File: src/sv/hsm_pkg.sv
package hsm_pkg;

  localparam int BEAT_W     = 64;
  localparam int CFG_DATA_W = 16;
  localparam int CFG_ADDR_W = 8;
  localparam int STALE_W    = 16;

  // register indexes on the config channel
  localparam logic [CFG_ADDR_W-1:0] REG_CHK_PERIOD  = CFG_ADDR_W'(0);
  localparam logic [CFG_ADDR_W-1:0] REG_STALL_LIMIT = CFG_ADDR_W'(1);

  localparam logic [CFG_DATA_W-1:0] CHK_PERIOD_RST  = CFG_DATA_W'(0);
  localparam logic [CFG_DATA_W-1:0] STALL_LIMIT_RST = CFG_DATA_W'(3);

  localparam logic [STALE_W-1:0] STALE_MAX = '1;

  typedef struct packed {
    logic [CFG_DATA_W-1:0] chk_period;
    logic [CFG_DATA_W-1:0] stall_limit;
  } cfg_t;

endpackage

File: src/sv/heartbeat_stall_monitor.sv
// Heartbeat stall monitor.
// Input stream: one transaction per dispatch event; in_tdata carries one
// 64-bit heartbeat count per monitored worker, channel 0 in the low bits.
// Output stream: exactly one transaction per input transaction, in order,
// carrying checked, the per-channel stall mask, the one-shot report flag
// and the running dispatch number (starting at 1, wrapping at 2^64).
// Config channel: cfg_addr 0 = check period (0 selects DEFAULT_INTERVAL),
// cfg_addr 1 = stall_limit; other indexes are dropped. cfg_ready is always
// high; write only while the stream is idle.
// Path: input acceptance into the input register, then the check logic
// into the output register, which drives out_tvalid.
// Throughput: 1 transaction per cycle while out_tready stays high; the limit
// is the combinational update of the per-channel stale counters and snapshot compare.
// Reset (rst_n low, synchronous): both stages empty, counters, phase,
// baseline and report latch cleared, config back to interval 0 / limit 3.
// Receiver stall: the output register holds its transaction; the input
// register, if empty, still takes one more transaction, after which in_tready drops.
module heartbeat_stall_monitor #(
  parameter int CHANNELS         = 3,
  parameter int DEFAULT_INTERVAL = 16
) (
  input  logic                                clk,
  input  logic                                rst_n,
  // [CHANNELS*64-1:0]: beat_count per channel, channel 0 lowest
  input  logic [CHANNELS*hsm_pkg::BEAT_W-1:0] in_tdata,
  input  logic                                in_tvalid,
  output logic                                in_tready,
  // checked [0], stall_mask [CHANNELS:1], report [CHANNELS+1],
  // dispatch_index [CHANNELS+65:CHANNELS+2], zero pad to bytes
  output logic [((CHANNELS+66+7)/8)*8-1:0]    out_tdata,
  output logic                                out_tvalid,
  input  logic                                out_tready,
  input  logic                                cfg_valid,
  output logic                                cfg_ready,
  input  logic [hsm_pkg::CFG_ADDR_W-1:0]      cfg_addr,
  input  logic [hsm_pkg::CFG_DATA_W-1:0]      cfg_data
);
  import hsm_pkg::*;

  localparam int IN_W   = CHANNELS*BEAT_W;
  localparam int OUT_W  = ((CHANNELS+66+7)/8)*8;
  localparam int MASK_L = 1;
  localparam int REP_B  = CHANNELS+1;
  localparam int IDX_L  = CHANNELS+2;

  cfg_t cfg_r;

  logic [IN_W-1:0]  in_data_r;
  logic             in_valid_r;
  logic [OUT_W-1:0] out_data_r, out_data_nxt;
  logic             out_valid_r;
  logic             advance, fire;

  logic                checked;
  logic [CHANNELS-1:0] stall_mask;
  logic                report;
  logic [BEAT_W-1:0]   dispatch_index;

  // config registers
  assign cfg_ready = 1'b1;

  always_ff @(posedge clk) begin
    if (!rst_n) begin
      cfg_r.chk_period  <= CHK_PERIOD_RST;
      cfg_r.stall_limit <= STALL_LIMIT_RST;
    end else if (cfg_valid && cfg_ready) begin
      unique case (cfg_addr)
        REG_CHK_PERIOD:  cfg_r.chk_period  <= cfg_data;
        REG_STALL_LIMIT: cfg_r.stall_limit <= cfg_data;
        default: ;
      endcase
    end
  end

  // output register frees up when empty or being taken
  assign advance   = !out_valid_r || out_tready;
  assign fire      = in_valid_r && advance;
  assign in_tready = !in_valid_r || advance;

  always_ff @(posedge clk) begin
    if (!rst_n) begin
      in_valid_r <= 1'b0;
    end else if (in_tready) begin
      in_valid_r <= in_tvalid;
    end
  end

  always_ff @(posedge clk) begin
    if (in_tvalid && in_tready) begin
      in_data_r <= in_tdata;
    end
  end

  hsm_core #(
    .CHANNELS        (CHANNELS),
    .DEFAULT_INTERVAL(DEFAULT_INTERVAL)
  ) u_core (
    .clk           (clk),
    .rst_n         (rst_n),
    .fire          (fire),
    .beats         (in_data_r),
    .cfg           (cfg_r),
    .checked       (checked),
    .stall_mask    (stall_mask),
    .report        (report),
    .dispatch_index(dispatch_index)
  );

  always_comb begin
    out_data_nxt                          = '0;
    out_data_nxt[0]                       = checked;
    out_data_nxt[MASK_L +: CHANNELS]      = stall_mask;
    out_data_nxt[REP_B]                   = report;
    out_data_nxt[IDX_L +: BEAT_W]         = dispatch_index;
  end

  always_ff @(posedge clk) begin
    if (!rst_n) begin
      out_valid_r <= 1'b0;
    end else if (advance) begin
      out_valid_r <= in_valid_r;
    end
  end

  always_ff @(posedge clk) begin
    if (fire) begin
      out_data_r <= out_data_nxt;
    end
  end

  assign out_tdata  = out_data_r;
  assign out_tvalid = out_valid_r;

endmodule

File: src/sv/hsm_core.sv
module hsm_core #(
  parameter int CHANNELS         = 3,
  parameter int DEFAULT_INTERVAL = 16
) (
  input  logic                                 clk,
  input  logic                                 rst_n,
  input  logic                                 fire,
  input  logic [CHANNELS*hsm_pkg::BEAT_W-1:0]  beats,
  input  hsm_pkg::cfg_t                        cfg,
  output logic                                 checked,
  output logic [CHANNELS-1:0]                  stall_mask,
  output logic                                 report,
  output logic [hsm_pkg::BEAT_W-1:0]           dispatch_index
);
  import hsm_pkg::*;

  localparam logic [CFG_DATA_W-1:0] DEF_IV = CFG_DATA_W'(DEFAULT_INTERVAL);

  logic [BEAT_W-1:0]     dispatch_total_r, dispatch_total_nxt;
  logic [CFG_DATA_W-1:0] phase_r, phase_nxt;
  logic                  base_r, base_nxt;
  logic                  latched_r, latched_nxt;
  logic [BEAT_W-1:0]     last_r   [CHANNELS];
  logic [STALE_W-1:0]    stale_r  [CHANNELS];
  logic [STALE_W-1:0]    stale_nxt[CHANNELS];

  logic [CFG_DATA_W-1:0] interval;
  logic [CFG_DATA_W:0]   phase_inc;
  logic                  is_check;

  assign interval  = (cfg.chk_period == '0) ? DEF_IV : cfg.chk_period;
  assign phase_inc = {1'b0, phase_r} + (CFG_DATA_W+1)'(1);
  assign is_check  = phase_inc >= {1'b0, interval};

  always_comb begin
    dispatch_total_nxt = dispatch_total_r + BEAT_W'(1);
    phase_nxt   = is_check ? '0 : phase_inc[CFG_DATA_W-1:0];
    base_nxt    = base_r | is_check;
    checked     = is_check & base_r;
    stall_mask  = '0;
    for (int i = 0; i < CHANNELS; i++) begin
      stale_nxt[i] = stale_r[i];
      if (checked) begin
        if (beats[i*BEAT_W +: BEAT_W] > last_r[i]) begin
          stale_nxt[i] = '0;
        end else if (stale_r[i] != STALE_MAX) begin
          stale_nxt[i] = stale_r[i] + STALE_W'(1);
        end
        stall_mask[i] = stale_nxt[i] >= cfg.stall_limit;
      end
    end
    // one-shot report, re-armed by a clean check
    report      = checked & (|stall_mask) & ~latched_r;
    latched_nxt = latched_r;
    if (checked) begin
      latched_nxt = |stall_mask;
    end
    dispatch_index = dispatch_total_nxt;
  end

  always_ff @(posedge clk) begin
    if (!rst_n) begin
      dispatch_total_r <= '0;
      phase_r          <= '0;
      base_r           <= 1'b0;
      latched_r        <= 1'b0;
      for (int i = 0; i < CHANNELS; i++) begin
        stale_r[i] <= '0;
      end
    end else if (fire) begin
      dispatch_total_r <= dispatch_total_nxt;
      phase_r          <= phase_nxt;
      base_r           <= base_nxt;
      latched_r        <= latched_nxt;
      for (int i = 0; i < CHANNELS; i++) begin
        stale_r[i] <= stale_nxt[i];
      end
    end
  end

  // snapshot is only read once a baseline exists
  always_ff @(posedge clk) begin
    if (fire && is_check) begin
      for (int i = 0; i < CHANNELS; i++) begin
        last_r[i] <= beats[i*BEAT_W +: BEAT_W];
      end
    end
  end

endmodule

File: config.mk
export PLATFORM = sky130hd
export DESIGN_NAME = heartbeat_stall_monitor
export DESIGN_NICKNAME = d
export VERILOG_FILES = /design/src/sv/hsm_pkg.sv /design/src/sv/heartbeat_stall_monitor.sv /design/src/sv/hsm_core.sv
export SDC_FILE = /design/constraint.sdc
export NUM_CORES = 1
export LEC_CHECK = 0
export BUFFER_PORTS_ARGS = -buffer_cell sky130_fd_sc_hd__buf_2
export CAP_MARGIN = 0
export CORE_ASPECT_RATIO = 0.9
export CORE_MARGIN = 10
export CORE_UTILIZATION = 59
export DETAILED_ROUTE_END_ITERATION = 10
export GPL_TIMING_DRIVEN = 0
export PLACE_DENSITY = 0.89
export SYNTH_ARGS = -nofsm -noshare
export SYNTH_HDL_FRONTEND = slang
export SYNTH_SLANG_ARGS = --single-unit
File: constraint.sdc
create_clock -name clk -period 13.6 [get_ports clk]
set_clock_uncertainty 0.15 [all_clocks]
set_input_delay 2.04 -clock clk [delete_from_list [all_inputs] [get_ports clk]]
set_output_delay 2.04 -clock clk [all_outputs]
set_load 0.1 [all_outputs]
==> results.md <==
* Via/cell ratio at just under 6
* Number of setup violations in the final report at 0
* Crit end category: flip-flop
* Seq/Total Area, Yosys at between 50% and 60%
* Initial core utilization at between 50% and 60%
* Leak pwr at approximately 14 nW
* Maximum clock frequency at about 170 MHz
* Critical-path maximum fanout at 10
* Vias at a little under 20000
* Dpl ws at around 8000 ps
* H-tree depth at 2
* Pwr Density at 120 nW/µm²
* Final instance area at 33600 µm²
* Internal power at ~3.1 mW
* Post-Synthesis Cells at 2389
* CTS Buf Count at 60
* CP Launch Point: in_data_r[105]
* CP Launch Type: flip-flop
* Crit path DAT at between 6000 and 7000 ps
* Post-route ant nets at 0
* Asr flop ratio synth at 0%
* # DRC at 0
* Post-synth EDFFs at between 500 and 600
* Area delta synth->final at 15.3%
* # resized after CTS at 0
* IO Pins at 296
* GRT Util Overall at 22.4%
* Clk pwr share at between 40% and 50%
* FP Rows at between 70 and 80
* Reg power frac at between 50 and 60%
* Final Hold Viols at 0
* Clk Tree Root Cell: clkbuf_16
* Reg clk slew, reported paths at roughly 60 ps
* WS Path Type: flip-flop to flip-flop
* Maxcap violations at 0
* Seq cells post-synth at ~620
* Worst slew margin at between 10% and 20%
* Remaining Overflow, GRT at 0
* Worst r2r src: in_data_r[105]
* Outcome: completed
* WL/cell at just under 20 µm
* Min-delay src: in_data_r[3]
* Final setup TNS at 0 ps
* Sink Count at slightly above 600
* Clock tree from TritonCTS: done
* Die area at about 59000 µm²
* DRT iter0 DRCs at between 1500 and 2000
* CTS hold repair buffers at 0
* GPL Wtd Cong at 0.907
* Setup Buffers After CTS at 0
* Number of global-route vias before repair at ~20000
* Tcrit/Tclk final at 43.2%
* Max clock buf depth at 3
* Layout cells sized above 1 at between 10% and 20%
* Drt pass-1 iters at 5
* Post-synthesis cell area at 29100 µm²
* Hold Path Stages at 0
* Avg Inst Size Synth at approximately 12 µm²
* Placement Cell Area at 31700 µm²
* Die X-Extent at about 250 µm
* Final Max Tran Viols at 0
* Clock latency on the worst-skew pair at approximately 640 ps
* Core Util, Final at roughly two thirds
* Switch Pwr at approximately 0.94 mW
* Critical Path RT at between 10000 and 15000 ps
* Height of the die at ~230 µm
* Final WL at 66600 µm
* Minimum clock period at roughly 5900 ps
* Initial antenna violation count at 5
* Post-layout net count at between 3000 and 4000
* First-pass GRT wire length at between 100000 and 150000 µm
* Largest net degree at the start of global routing at between 70 and 80
* Switching Share at a little under a quarter
* Main synth FF type: edfxtp_1
* Worst VDD drop at about 0.14 mV
* Final worst setup slack at between 7000 and 8000 ps
* Yosys cell types at 75
* Core footprint at 49000 µm²
* Worst R2R Path Depth at 17
* Yosys warns at 0
* RSZ-0062 raised after global routing: no
* Combinational Power Share at 7.3%
* Hold Path Class: flip-flop to flip-flop
* Port Buf Inserts at about 290
* Post-DP HPWL at approximately 49000 µm
* Actual slew at the worst max-slew pin at between 1000 and 1500 ps
-- kinds of logic after synthesis --
family / share of synthesized area [%]
other: 0.0258
AO/OA/AOI/OAI: 6.48
multiplexers: 1.52
flip-flops: 59.6
adder cells (fa/ha/maj): 11.2
AND/OR/NAND/NOR: 12.9
buffers and inverters: 4.00
XOR/XNOR: 4.27
-- metal layers --
metal	vias to the layer above	part of all wire, %	GRT usage [%]
met2	786	47	36.8
met1	9551	42	28.9
met3	135	8.5	5.08
li1	9377	-	-
met4	0	2.6	7.33
met5	-	0	0
-- path summary, 6_finish.rpt --
path,slack (ps),to
worst max-delay path,7730,u_core.latched_r
worst min-delay path,310,u_core.last_r[0][3]
worst max register to register,7730,u_core.latched_r
worst min register to register,310,u_core.last_r[0][3]
-- layout make-up --
| class | count | area (µm²) |
|---|---|---|
| inverters | 237 | 890 |
| multi-input cells | 1479 | 10600 |
| clock inverters | 30 | 303 |
| clock buffers | 78 | 1600 |
| diodes | 5 | 12.5 |
| plain buffers | 58 | 279 |
| flip-flops and latches | 617 | 17400 |
| fillers | 3325 | 15400 |
| well taps | 632 | 791 |
| repair buffers | 303 | 1720 |
-- metrics by stage --
step,power [mW],hold WS [ps],std cells
6_report,4.04,307,3439
3_5_place_dp,2.46,293,3326
5_1_grt,4.17,316,3434
2_1_floorplan,2.36,276,2391
3_3_place_gp,2.45,289,3314
4_1_cts,4.07,305,3434
-- placed cells by master (no fill, tap or decap), types with 6 or more instances in the layout --
master     netlist  layout
nor2_1         149     148
or2_2            9       9
a221oi_1         6       6
o21ai_0         78      77
nand4_1         60      60
inv_1          237     237
a21o_1          18      18
o211ai_1        12      12
and3_1          34      34
dfxtp_1        116     116
mux2i_1         43      43
nand2_1        148     148
clkbuf_1        40      55
edfxtp_1       501     501
ha_1           261     261
nor4_1          20      20
xor2_1          76      76
nand3_1         90      90
a21boi_0        27      27
buf_12           0       6
a211oi_1        14      14
and2_1          43      42
clkinv_1         0       9
nand2b_1        14      14
nand4b_1         7       7
o21a_1           7       7
a21oi_1         94      94
nor3b_1          6       6
or3_1           29      29
clkinv_2         0       8
nor2b_1         44      44
buf_2            7     298
a211o_1          6       6
nor3_1          46      46
clkbuf_16        0      61
and4_1           9       9
xnor2_1         66      66
-- registers in the layout, indices dropped and copies added, names as in the netlist --
signal and cells:
u_core.latched_r 1, u_core.stale_r 48, u_core.base_r 1, out_tvalid 1, u_core.last_r 192, in_data_r 192, u_core.dispatch_total_r 64, u_core.phase_r 16
in_valid_r 1, out_tdata 69, cfg_r 32
-- critical path: stages (launching register included) --
cell and delay (ps):
edfxtp_1 420, ha_1 350, nand4_1 200, nor4_1 370, nand4_1 230, o32a_1 390
a21oi_1 910, clkbuf_1 420, nor2_1 100, ha_1 320, a2111oi_0 410, o21ai_0 190
a221oi_1 310, o31a_1 180, o21ai_0 140, nor3b_1 270, inv_1 70, o311a_1 280
-- power by group through the flow --
| stage | Clock (mW) | Sequential [mW] | Combinational (mW) |
|---|---|---|---|
| detailed placement | 0 | 2.17 | 0.292 |
| CTS | 1.64 | 2.13 | 0.296 |
| global placement | 0 | 2.18 | 0.272 |
| finish | 1.62 | 2.13 | 0.296 |
| global route | 1.72 | 2.13 | 0.320 |
| floorplan | 0 | 2.24 | 0.119 |
-- synthesized netlist by cell type, types with 3 or more instances --
cell type,n,area share (%)
nand4_1,60,1.3
a221o_1,3,0.10
clkbuf_1,40,0.52
a21oi_1,94,1.6
xor2_1,76,2.3
nor2_1,149,1.9
a211oi_1,14,0.36
o2111ai_1,3,0.090
and4_1,9,0.27
ha_1,261,11
or3_1,29,0.62
or2_2,9,0.19
a2111oi_0,5,0.15
a211o_1,6,0.18
o21a_1,7,0.18
xnor2_1,66,2.0
o211ai_1,12,0.31
a21o_1,18,0.46
a31oi_1,4,0.086
buf_6,3,0.12
nor3b_1,6,0.15
nand4b_1,7,0.21
dfxtp_1,116,8.0
and2_1,43,0.92
buf_4,4,0.10
nand3_1,90,1.5
and3_1,34,0.73
nor3_1,46,0.79
a21boi_0,27,0.70
nand2_1,148,1.9
nand2b_1,14,0.30
mux2i_1,43,1.5
buf_2,7,0.12
nor2b_1,44,0.94
a221oi_1,6,0.18
inv_1,237,3.1
a2bb2oi_1,4,0.12
o21ai_0,78,1.3
nor4_1,20,0.43
edfxtp_1,501,52
a21boi_1,3,0.077
Power figures use the tool's default switching activity.
